[config.mk]
export PLATFORM = sky130hd
export DESIGN_NAME = pmc_normal
export DESIGN_NICKNAME = d
export VERILOG_FILES = /design/src/hw/rtl/pixel_mask_collision_normal_bounce_core_defines.svh /design/src/hw/rtl/pmc_pkg.sv /design/src/hw/rtl/pmc_normal.sv
export SDC_FILE = /design/constraint.sdc
export NUM_CORES = 1
export LEC_CHECK = 0
export BUFFER_PORTS_ARGS = -buffer_cell sky130_fd_sc_hd__buf_2
export CAP_MARGIN = 10
export CORE_MARGIN = 5
export CORE_UTILIZATION = 30
export DETAILED_ROUTE_END_ITERATION = 16
export GPL_TIMING_DRIVEN = 0
export SLEW_MARGIN = 20
export SYNTH_ARGS = -nofsm -noshare
export SYNTH_HDL_FRONTEND = slang
export SYNTH_SLANG_ARGS = --single-unit
[constraint.sdc]
create_clock -name clock -period 12 [get_ports clock]
set_input_delay 1.2 -clock clock [delete_from_list [all_inputs] [get_ports clock]]
set_output_delay 1.2 -clock clock [all_outputs]
set_load 0.02 [all_outputs]
[src/hw/rtl/pixel_mask_collision_normal_bounce_core_defines.svh]
// Assertion macros for the collision normal and bounce core
`ifndef PIXEL_MASK_COLLISION_NORMAL_BOUNCE_CORE_DEFINES_SVH
`define PIXEL_MASK_COLLISION_NORMAL_BOUNCE_CORE_DEFINES_SVH
// check an implication on every clock edge outside reset
`define PMC_ASSERT_IMP(label, clk, rst, cond, prop, msg) \
   label: assert property (@(posedge clk) disable iff (rst) (cond) |-> (prop)) else $error(msg);
// check an implication in the cycle after the condition
`define PMC_ASSERT_NEXT(label, clk, rst, cond, prop, msg) \
   label: assert property (@(posedge clk) disable iff (rst) (cond) |=> (prop)) else $error(msg);
`endif

[src/hw/rtl/pmc_pkg.sv]
// Shared constants and normal lookup for the collision normal core
`default_nettype none
package pmc_pkg;
   localparam int VEL_WIDTH_DEF   = 32;
   localparam int NORMAL_FRAC_DEF = 14;
   localparam int COORD_WIDTH_DEF = 12;
   localparam int CSR_WIDTH       = 13;
   localparam logic [CSR_WIDTH-1:0] MASK_RESET = 13'd4096;
   localparam logic CSR_MASK_WIDTH  = 1'b0;
   localparam logic CSR_MASK_HEIGHT = 1'b1;
   localparam longint Q30_ONE  = 64'sd1073741824;
   localparam longint Q30_RT2  = 64'sd759250125;
   localparam longint Q30_2RT5 = 64'sd960383883;
   localparam longint Q30_1RT5 = 64'sd480191942;

   // magnitude class of a unit component
   localparam logic [2:0] CLS_ZERO = 3'd0;
   localparam logic [2:0] CLS_ONE  = 3'd1;
   localparam logic [2:0] CLS_RT2  = 3'd2;
   localparam logic [2:0] CLS_2RT5 = 3'd3;
   localparam logic [2:0] CLS_1RT5 = 3'd4;

   typedef struct packed {
      logic [2:0] cls_x;
      logic       neg_x;
      logic [2:0] cls_y;
      logic       neg_y;
   } norm_code_type;

   function automatic logic [2:0] comp_class(input int c, input int o);
      int ac;
      int ao;
      ac = (c < 0) ? -c : c;
      ao = (o < 0) ? -o : o;
      if (c == 0) return CLS_ZERO;
      else if (ao == 0) return CLS_ONE;
      else if (ac == ao) return CLS_RT2;
      else if (ac > ao) return CLS_2RT5;
      else return CLS_1RT5;
   endfunction

   // priority rules on the permuted neighbor bits
   function automatic norm_code_type rule_normal(input logic [7:0] m);
      int x;
      int y;
      norm_code_type r;
      x = -1; y = 0;
      if (m[0]) begin
         if (m[5]) begin x = -1; y = 0; end
         else if (m[6]) begin x = -2; y = 1; end
         else if (m[3]) begin x = -1; y = 0; end
         else if (m[4]) begin x = -2; y = -1; end
         else begin x = -1; y = 1; end
      end else if (m[3]) begin
         if (m[1]) begin x = -1; y = -1; end
         else if (m[2]) begin x = -1; y = -2; end
         else if (m[4]) begin x = 0; y = -1; end
         else if (m[7]) begin x = 1; y = -2; end
         else if (m[6]) begin x = -1; y = 1; end
         else begin x = -1; y = 0; end
      end else if (m[5]) begin
         if (m[1]) begin x = -2; y = -1; end
         else if (m[2]) begin x = -1; y = -1; end
         else if (m[4]) begin x = -1; y = -2; end
         else if (m[7]) begin x = 0; y = -1; end
         else begin x = -1; y = -1; end
      end else if (m[1]) begin
         if (m[6]) begin x = -1; y = 0; end
         else if (m[7]) begin x = -2; y = 1; end
         else begin x = -1; y = 0; end
      end else if (m[2]) begin
         if (m[6]) begin x = -2; y = -1; end
         else begin x = -1; y = 1; end
      end else if (m[6]) begin
         x = -1; y = -1;
      end
      r.cls_x = comp_class(x, y);
      r.neg_x = (x < 0);
      r.cls_y = comp_class(y, x);
      r.neg_y = (y < 0);
      return r;
   endfunction
endpackage
`default_nettype wire

[src/hw/rtl/pmc_normal.sv]
// Neighbor masking, octant selection and normal lookup (two register stages)
`default_nettype none
module pmc_normal #(
   parameter int NORMAL_FRAC = pmc_pkg::NORMAL_FRAC_DEF,
   parameter int COORD_WIDTH = pmc_pkg::COORD_WIDTH_DEF
) (
   input  wire logic                          clock,
   input  wire logic                          enable,
   input  wire logic [7:0]                    neighbor_bits,
   input  wire logic [COORD_WIDTH-1:0]        point_x,
   input  wire logic [COORD_WIDTH-1:0]        point_y,
   input  wire logic signed [31:0]            entry_x,
   input  wire logic signed [31:0]            entry_y,
   input  wire logic [pmc_pkg::CSR_WIDTH-1:0] mask_width,
   input  wire logic [pmc_pkg::CSR_WIDTH-1:0] mask_height,
   output logic signed [NORMAL_FRAC+1:0]      normal_x,
   output logic signed [NORMAL_FRAC+1:0]      normal_y
);
   localparam int NW = NORMAL_FRAC + 2;
   localparam int SH = 30 - NORMAL_FRAC;
   localparam longint RND = 64'sd1 <<< (SH - 1);
   localparam logic signed [NW-1:0] M_ONE  = NW'((pmc_pkg::Q30_ONE + RND) >>> SH);
   localparam logic signed [NW-1:0] M_RT2  = NW'((pmc_pkg::Q30_RT2 + RND) >>> SH);
   localparam logic signed [NW-1:0] M_2RT5 = NW'((pmc_pkg::Q30_2RT5 + RND) >>> SH);
   localparam logic signed [NW-1:0] M_1RT5 = NW'((pmc_pkg::Q30_1RT5 + RND) >>> SH);
   localparam int CW = (COORD_WIDTH + 1 > pmc_pkg::CSR_WIDTH) ?
                       COORD_WIDTH + 1 : pmc_pkg::CSR_WIDTH;

   // octant code: bit0 rightward, bit1 downward, bit2 steep
   typedef enum logic [2:0] {
      FLAT_LU = 3'd0, FLAT_RU = 3'd1, FLAT_LD = 3'd2, FLAT_RD = 3'd3,
      STEEP_LU = 3'd4, STEEP_RU = 3'd5, STEEP_LD = 3'd6, STEEP_RD = 3'd7
   } octant_type;

   logic [7:0] nb_in, nb_ff, pm;
   octant_type dir_in, dir_ff;
   logic [CW-1:0] px1, py1;
   logic [32:0] ax, ay;
   pmc_pkg::norm_code_type code;
   logic signed [NW-1:0] ux, uy, nx_in, ny_in;

   function automatic logic signed [NW-1:0] mag(input logic [2:0] c, input logic n);
      logic signed [NW-1:0] v;
      case (c)
         pmc_pkg::CLS_ONE:  v = M_ONE;
         pmc_pkg::CLS_RT2:  v = M_RT2;
         pmc_pkg::CLS_2RT5: v = M_2RT5;
         pmc_pkg::CLS_1RT5: v = M_1RT5;
         default:           v = '0;
      endcase
      return n ? -v : v;
   endfunction

   // clear neighbors outside the mask, classify entry octant
   always_comb begin
      px1 = CW'(point_x) + CW'(1);
      py1 = CW'(point_y) + CW'(1);
      nb_in = neighbor_bits;
      if (point_x == '0) nb_in = nb_in & 8'hD6;
      if (point_y == '0) nb_in = nb_in & 8'hF8;
      if (px1 >= CW'(mask_width)) nb_in = nb_in & 8'h6B;
      if (py1 >= CW'(mask_height)) nb_in = nb_in & 8'h1F;
      ax = entry_x[31] ? 33'(-$signed({entry_x[31], entry_x})) : {1'b0, entry_x};
      ay = entry_y[31] ? 33'(-$signed({entry_y[31], entry_y})) : {1'b0, entry_y};
      dir_in = octant_type'({ay > ax, ~entry_y[31], ~entry_x[31]});
   end

   always_ff @(posedge clock) begin
      if (enable) begin
         nb_ff  <= nb_in;
         dir_ff <= dir_in;
      end
   end

   // permute neighbor bits by octant, look up and orient the normal
   always_comb begin
      case (dir_ff)
         FLAT_RU:  pm = {nb_ff[2], nb_ff[1], nb_ff[0], nb_ff[4], nb_ff[3],
                         nb_ff[7], nb_ff[6], nb_ff[5]};
         FLAT_LD:  pm = {nb_ff[5], nb_ff[6], nb_ff[7], nb_ff[3], nb_ff[4],
                         nb_ff[0], nb_ff[1], nb_ff[2]};
         FLAT_LU:  pm = {nb_ff[0], nb_ff[1], nb_ff[2], nb_ff[3], nb_ff[4],
                         nb_ff[5], nb_ff[6], nb_ff[7]};
         STEEP_RD: pm = {nb_ff[7], nb_ff[4], nb_ff[2], nb_ff[6], nb_ff[1],
                         nb_ff[5], nb_ff[3], nb_ff[0]};
         STEEP_RU: pm = {nb_ff[2], nb_ff[4], nb_ff[7], nb_ff[1], nb_ff[6],
                         nb_ff[0], nb_ff[3], nb_ff[5]};
         STEEP_LD: pm = {nb_ff[5], nb_ff[3], nb_ff[0], nb_ff[6], nb_ff[1],
                         nb_ff[7], nb_ff[4], nb_ff[2]};
         STEEP_LU: pm = {nb_ff[0], nb_ff[3], nb_ff[5], nb_ff[1], nb_ff[6],
                         nb_ff[2], nb_ff[4], nb_ff[7]};
         default:  pm = nb_ff;
      endcase
      code = pmc_pkg::rule_normal(pm);
      ux = mag(code.cls_x, code.neg_x);
      uy = mag(code.cls_y, code.neg_y);
      case (dir_ff)
         FLAT_RD:  begin nx_in = ux;  ny_in = uy;  end
         FLAT_RU:  begin nx_in = ux;  ny_in = -uy; end
         FLAT_LD:  begin nx_in = -ux; ny_in = uy;  end
         FLAT_LU:  begin nx_in = -ux; ny_in = -uy; end
         STEEP_RD: begin nx_in = uy;  ny_in = ux;  end
         STEEP_RU: begin nx_in = uy;  ny_in = -ux; end
         STEEP_LD: begin nx_in = -uy; ny_in = ux;  end
         default:  begin nx_in = -uy; ny_in = -ux; end
      endcase
   end

   always_ff @(posedge clock) begin
      if (enable) begin
         normal_x <= nx_in;
         normal_y <= ny_in;
      end
   end
endmodule
`default_nettype wire

======== Yosys cells after proc, flatten, opt, wreduce, memory -nomap -nowiden ========
Index checks and enable logic that the tools add are counted.
storage, ports and cells
  memory bits (writable) .................. 0
  bits in latches ......................... 0
  bits of input ports ..................... 124
  ROM bits ................................ 0
  output and inout port bits .............. 32
  flip-flop bits (word level) ............. 43
  memories ................................ 0
cells by class
  $mul .................................... 0
  add/subtract/negate cells ............... 10
  $lt $le $gt $ge ......................... 7
  muxes and demuxes ....................... 62
  shift operators ......................... 0
  reduce and logical (&&, ||, !) cells .... 14
  div/mod/pow operators ................... 0
  eq/ne operators ......................... 17
  bitwise gates (word level) .............. 2
operators with widths
  cell                     number
  $mux W32                 32
  $logic_not A32 Y1        4
  $pmux W15 S4             2
  $pmux W16 S3             2
  $mux W33                 2
  $neg A32 Y33             2
  $eq A32 B32 Y1           2
  $gt A32 B32 Y1           2
  $lt A32 B1 Y1 const B    2
  $neg A16 Y16             4
  $neg A32 Y32             2
  $pmux W8 S7              1
  $gt A33 B33 Y1           1
  $mux W16                 2
  $mux W3                  9
  $add A12 B1 Y13 const B  2
  $ge A13 B13 Y1           2
  $logic_not A12 Y1        2
  $eq A3 B2 Y1 const B     6
  $eq A3 B3 Y1 const B     6
  $reduce_or A2 Y1         7
  $mux W1                  10
  $eq A3 B1 Y1 const B     3
  $mux W6                  1
  3 further kinds          4

======== Depth between registers and ports, before layout ========
Gate-level depths: netlist of the first run.
  word-level depth ........................ 22
  mapped depth ............................ 26

======== Least setup slack after synthesis of the first run ========
Ideal clock, no wire load.
  path type ............................... reg2reg
  start point ............................. reg dir_ff[2]
  end point ............................... reg normal_y[12] (data pin)
  arrival ................................. 5.272 ns
  required time ........................... 11.728 ns
  slack ................................... 6.456 ns
  setup time .............................. 0.272 ns
  cell stages (with the launch flop) ...... 27
  clock period less this slack ............ 5.544 ns
  path through ............................ edfxtp_1 buf_4 nand2_1 o22ai_1 or4_1 buf_2 o32a_1 a21oi_1 buf_2 nor3_1 ha_1 nor2b_1 o21ai_0 a31oi_1 nor2_1 a21oi_1 o31ai_4 ha_1 nand2_1 o21ai_0 inv_1 ha_1 ha_1 a21bo_2 nor3_2 nor2_1 mux4_2
between the ends
  longest elaborated chain between the ends .. 22
  elaborated cells between the ends (all ways) .. 91
  classes of those cells .................. add/sub (6); order compare (4); eq/ne (17); mux (56); reduce/logical (8)
RTL lines
  item                                        RTL line                      text
  start: declaration                          pmc_normal.sv:36              octant_type dir_in, dir_ff;
  start signal: assignment                    pmc_normal.sv:71              dir_ff <= dir_in;
  $eq A3 B3 Y1 (tied with other cells)        pmc_normal.sv:77              case (dir_ff)
  $pmux W8 S7                                 pmc_normal.sv:77
  $mux W32 / $mux W1 (equally long branches)  pmc_pkg.sv:65, pmc_pkg.sv:59
  $mux W32, on equally long branches          pmc_pkg.sv:64, pmc_pkg.sv:58
  $mux W32, on equally long branches          pmc_pkg.sv:63, pmc_pkg.sv:57
  $mux W32, on equally long branches          pmc_pkg.sv:62, pmc_pkg.sv:56
  $mux W32, on equally long branches          pmc_pkg.sv:61, pmc_pkg.sv:55
  $mux W32                                    pmc_pkg.sv:54                 end else if (m[3]) begin
  (+7 left out)                               n/a
  $mux W3                                     pmc_pkg.sv:35                 if (c == 0) return CLS_ZERO;
  $eq A3 B3 Y1 (tied with other cells)        pmc_normal.sv:44              case (c)
  $pmux W15 S4                                pmc_normal.sv:44
  $neg A16 Y16                                pmc_normal.sv:51              return n ? -v : v;
  $mux W16                                    pmc_normal.sv:51
  $neg A16 Y16, on equally long branches      n/a
  $pmux W16 S3 *                              pmc_normal.sv:97              case (dir_ff)
  named net ny_in[12]                         pmc_normal.sv:40              logic signed [NW-1:0] ux, uy, nx_in, ny_in;
  end signal: assignment                      pmc_normal.sv:112             normal_y <= ny_in;
  end: declaration                            pmc_normal.sv:17              output logic signed [NORMAL_FRAC+1:0] normal_y
Mark *: on every way through the listed nets, which the timed path passes. The rest lies on a longest branch.
A chain may end at the register's enable or synchronous reset.

======== Worst setup path in the final report of the first run ========
Same ends and word-level chain as after synthesis.

==> results of run 1 <==
-- per-stage QoR --
stage                     cell area (µm²)  setup WS [ns]
after floorplan                      7057          6.456
after global placement               8232          5.720
after detailed placement             8232          5.671
after CTS                            8373          5.642
after global routing                 8373          5.025
final                                8373          5.605
-- report_power, final --
part / internal (W) / switching, W / total (W) / leakage (nW)
Combinational: 0.000321 / 0.000488 / 0.000809 / 3.14
Clock: 0.0000769 / 0.0000574 / 0.000134 / 0.0669
Sequential: 0.000230 / 0.0000122 / 0.000242 / 0.424
Total: 0.000628 / 0.000558 / 0.00119 / 3.63
-- sequential cells by signal (all words and copies together) (netlist names) --
signal and flops:
dir_ff 3, nb_ff 8, normal_x 16, normal_y 16
-- worst paths after layout --
path,endpoint,slack (ns),cells past startpoint
worst max register to register,normal_y[12],5.61,25
worst min register to register,normal_y[15],1.38,4
worst min-delay path,nb_ff[3],1.20,2
worst max-delay path,normal_y[12],5.61,25
-- placed cells by master (no fill, tap or decap), types with 11 or more instances in the layout --
cell,instances
buf_2,158
nor2_1,53
o31ai_1,19
xor2_1,34
nand4_1,19
inv_1,48
or4_1,15
o21a_1,11
nand3_1,28
o22ai_1,11
o21ai_0,46
nand2b_1,18
nor3_1,18
mux2i_1,13
clkbuf_1,26
or3_1,17
a21oi_1,46
ha_1,81
edfxtp_1,43
a21o_1,20
mux4_2,16
nand2_1,71
a31oi_1,14
xnor2_1,48
-- area by class of cell --
type	count	area [µm²]
Fill cell	2495	14890
Multi-Input combinational cell	725	5413
Sequential cell	43	1291
Timing Repair Buffer	155	775.7
Tap cell	319	399.1
Inverter	50	187.7
Buffer	37	165.2
Clock buffer	6	128.9
Clock inverter	2	12.51
-- cell families (layout without fill, tap and decap cells) --
logic type,after synthesis,in the layout,share of synthesized area (%)
adders and majority gates,81,81,14.39
xor gates and xnor gates,82,82,10.20
muxes,36,36,8.120
DFF,43,43,18.34
buffers and inverters,87,250,5.011
other,2,6,0.1066
AOI/OAI and AO/OA,227,227,21.93
and+or+nand+nor,293,293,21.91
-- metal layers --
| metal | vias to the layer above | part of all wire [%] | GRT usage, % |
|---|---|---|---|
| met5 | - | 0.11 | 0 |
| met3 | 41 | 7.9 | 3.482 |
| met1 | 3235 | 45 | 20.49 |
| met2 | 261 | 45 | 24.81 |
| li1 | 3537 | - | - |
| met4 | 6 | 1.6 | 2.592 |
-- worst register-to-register path, cell delays in order (launching register included) --
cell      delay (ns)
edfxtp_1        0.48
buf_4           0.23
nand2_1         0.09
o22ai_1         0.07
or4_1           0.50
buf_2           0.20
o32a_1          0.39
a21oi_1         0.25
buf_2           0.28
nor3_1          0.08
ha_1            0.31
and4_1          0.18
clkbuf_1        0.30
nor2_1          0.16
a21oi_1         0.33
o31ai_4         0.20
ha_1            0.33
nand2_1         0.11
o21ai_0         0.16
inv_1           0.11
ha_1            0.22
ha_1            0.17
a21bo_2         0.24
nor3_2          0.18
nor2_1          0.10
mux4_2          0.48
==> flow_metrics.tcl, run 1 <==
set metrics [dict create \
    power_w 0.001186 \
    grt_max_degree 44 \
    routed_wl_mm 20.63 \
    grt_first_pass_wirelength_mm 33.62 \
    synth-edff-count 43 \
    start_util_pct 30.27 \
    critPathRequiredTime_ns 12.02 \
    hp-class "in2reg" \
    dr.pass1.iters 5 \
    cts.clk_slew.worst_paths_ns 0.06 \
    yosys-top-cells-count "ha_1, nand2_1, nor2_1" \
    drc 0 \
    synth_seq_cells 43 \
    outcome "finished clean" \
    fin_skew_ns 0.01035 \
    holdBufCountCts 0 \
    cts_buffers 5 \
    die_x_um 163.2 \
    port_buffers 155 \
    p_leak_nw 3.635 \
    clockBufferDepth 2 \
    slew_viol_final 0 \
    yosysTopAreaCell "edfxtp_1" \
    cap_violations 0 \
    ir_drop_mv 0.07990 \
    power_density_mw_per_mm2 141.7 \
    hold_ws_ns 1.202 \
    max_freq_ghz 0.1564 \
    grt_usage_pct 15.07 \
    worst_slew_pin_slew_ns 0.9489 \
    timing.rr.start "dir_ff[2]" \
    fin_crit_sh_pct 53.29 \
    arrival_ns 6.41 \
    ys.flop_type "edfxtp_1" \
    cts_setup_buffers 0 \
    instances_no_fill 1337 \
    wire_per_inst_um 15.43 \
    detail-route-antenna-nets 0 \
    num_vias 7080 \
    synth_area_leaders "edfxtp_1, ha_1, xnor2_1, mux4_2, xor2_1" \
    yosys_warnings 0 \
    start_kind "flop" \
    routabilityCongestion 0.9453 \
    syn_area_mm2 0.007042 \
    async_flop_share_pct 0 \
    setup-tns-final_ns 0 \
    cp-end-kind "flop" \
    antenna_cells 0 \
    syn_area_per_cell_um2 8.275 \
    io_pins 156 \
    cp_slowest_cell "or4_1" \
    cts_sinks 43 \
    rows 56 \
    place_hpwl_mm 17.03 \
    hold_violations 0 \
    placed_cells 1329 \
    vias_per_cell 5.295 \
    clock_latency_ns 0.29 \
    h-tree-depth 2 \
    drt-initial-drc-count 409 \
    nets 1222 \
    yosys.cell_types.count 78 \
    cp_slowest_stage_delay_ns 0.50 \
    ys_seq_area_share_pct 18.34 \
    die-height_um 163.2 \
    crit_family "compound AO/OA/AOI/OAI gates" \
    synth_top_area_share_pct 18.34 \
    root_buffer "clkbuf_16" \
    min_from "neighbor_bits[3]" \
    min_period_ns 6.395 \
    synthCells 851 \
    final_util_pct 35.99 \
    cts-resized-gates 0 \
    startpoint "dir_ff[2]" \
    setup_violations 0 \
    path_buf_inv 5 \
    grt_pass1_vias 6755 \
    drive_above_1_share_pct 20.83 \
    crit_path_frequent_cell "ha_1" \
    cts_tree "done" \
    maxSlewHeadroom_pct 36.74 \
    criticalPathCategory "reg2reg" \
    rsz0062_at_grt "false" \
    syn2layout_area_growth_pct 18.91 \
    antenna_found_initial 3 \
    core_mm2 0.02326 \
    synth.most_common_cell "ha_1" \
    die_area_mm2 0.02664 \
    gr-total-overflow 0 \
    crit_fanout 10 \
]
(Power assumes the default switching activity.)
==> run 2: changes to the inputs <==
Clock period 12 ns to 5.2 ns, I/O delays scaled along.
==> run 2 against run 1 <==
Against the previous run:
- the flow now finishes with violations (negative setup slack)
- critical path depth unchanged
- sequential cell count unchanged
- worst setup slack got worse by 5.7 ns
==> flow_metrics.tcl, run 2 (synthesis results as in run 1) <==
set metrics [dict create \
    outcome "finished with violations" \
    violations "negative setup slack" \
    io_pins 156 \
    antenna_found_initial 1 \
    root_buffer "clkbuf_16" \
    layout_commonest_cell "buf_2" \
    wire_per_inst_um 16.29 \
    die_area_mm2 0.02664 \
    switching_share_pct 45.39 \
    hold_violations 0 \
    cts_buffers 5 \
    grt_usage_pct 16.22 \
    maxSlewHeadroom_pct 35.58 \
    start_util_pct 30.27 \
    min_period_ns 5.250 \
    path_buf_inv 3 \
    combinationalPowerShare_pct 71.9 \
    hold_ws_ns 0.5203 \
    grt_first_pass_wirelength_mm 36.02 \
    fin_ws_ns -0.05008 \
    num_vias 7435 \
    drive_above_1_share_pct 31.56 \
    power_switching_w 0.001500 \
    syn2layout_area_growth_pct 32.09 \
    grt_pass1_vias 7337 \
    rsz0062_at_grt "true" \
    layout_common_cells "buf_2, ha_1, nand2_1" \
    rows 56 \
    setup_violations 2 \
    gr-total-overflow 0 \
    fin_crit_sh_pct 101.0 \
    crit_fanout 7 \
    dr.pass1.iters 5 \
    core_mm2 0.02326 \
    fillerInstances 2390 \
    power_w 0.003305 \
    clockBufferDepth 2 \
    arrival_ns 5.28 \
    reg.largest.list "normal_x (16), normal_y (16), nb_ff (8)" \
    final_util_pct 39.98 \
    fin_area_mm2 0.009301 \
    criticalPathCategory "reg2reg" \
    instances_no_fill 1392 \
    max_freq_ghz 0.1905 \
    grt_max_degree 44 \
    fin_skew_ns 0.01542 \
    cp_slowest_stage_delay_ns 0.55 \
    cts_tree "done" \
    placed_cells 1329 \
    place_hpwl_mm 17.25 \
    critPathRequiredTime_ns 5.23 \
    worst_slew_pin_slew_ns 0.9662 \
    p_clk_share_pct 11.2 \
    start_kind "flop" \
    die-height_um 163.2 \
    nets 1275 \
    power_density_mw_per_mm2 355.3 \
    ir_drop_mv 0.2544 \
    hp-class "in2reg" \
    vias_per_cell 5.341 \
    routed_wl_mm 22.68 \
    routabilityCongestion 0.9364 \
    p_leak_nw 4.016 \
    die_x_um 163.2 \
    dpl_cell_area_mm2 0.008292 \
    pwr-share-seq_pct 16.9 \
    crit_path_frequent_cell "ha_4" \
    clock_latency_ns 0.30 \
    cp_slowest_cell "or4_4" \
    internal_power_w 0.001805 \
    cap_violations 0 \
    h-tree-depth 2 \
    drc 0 \
    port_buffers 155 \
    slew_viol_final 0 \
    cp-end-kind "flop" \
    drt-initial-drc-count 544 \
    cts_sinks 43 \
    crit_family "simple AND/OR/NAND/NOR gates" \
    cts.clk_slew.worst_paths_ns 0.08 \
    detail-route-antenna-nets 0 \
]
[run 2: stage by stage]
stage / setup slack [ns] / setup TNS (ns)
floorplan: -0.004605 / -0.004605
global placement: -0.8360 / -16.14
detailed placement: -0.8186 / -14.85
CTS: -0.09950 / -0.1942
global route: -0.2334 / -1.652
finish: -0.05008 / -0.09866
[run 2: cell type report]
cell class	instances	area, µm²	share of cell area [%]
Antenna cell	2	5.005	0.05381
Buffer	34	175.2	1.883
Clock buffer	5	125.1	1.345
Clock inverter	3	43.79	0.4708
Inverter	50	190.2	2.045
Multi-Input combinational cell	725	5844	62.83
Sequential cell	43	1291	13.88
Tap cell	319	399.1	4.291
Timing Repair Buffer	211	1227	13.20
[run 2: worst paths after layout]
path	startpoint	end	slack, ns	cells past startpoint
max	dir_ff[0]	normal_y[12]	-0.05	25
min	neighbor_bits[3]	nb_ff[3]	0.52	2
max reg2reg	dir_ff[0]	normal_y[12]	-0.05	25
min reg2reg	dir_ff[1]	normal_y[11]	1.11	4
[run 2: what timing repair did]
item                                    in CTS  in global routing
pin swaps                                   18                 28
cloned                                       3                  0
buffers inserted                            32                 24
resized for setup                           61                 37
hold buffers                                 0                  0
endpoints found under the setup margin      28                 29
[run 2: power groups by stage]
stage	registers [W]	clock network [W]	logic, W
global placement	0.000566	0	0.00184
global route	0.000570	0.000390	0.00255
CTS	0.000560	0.000378	0.00212
finish	0.000559	0.000370	0.00238
detailed placement	0.000567	0	0.00187
floorplan	0.000686	0	0.00124
[run 2: layer usage]
layer	part of all wire [%]	track usage (%)
met4	1.9	3.889
met5	0.031	0
met1	42	20.50
met3	8.0	3.735
met2	48	28.09
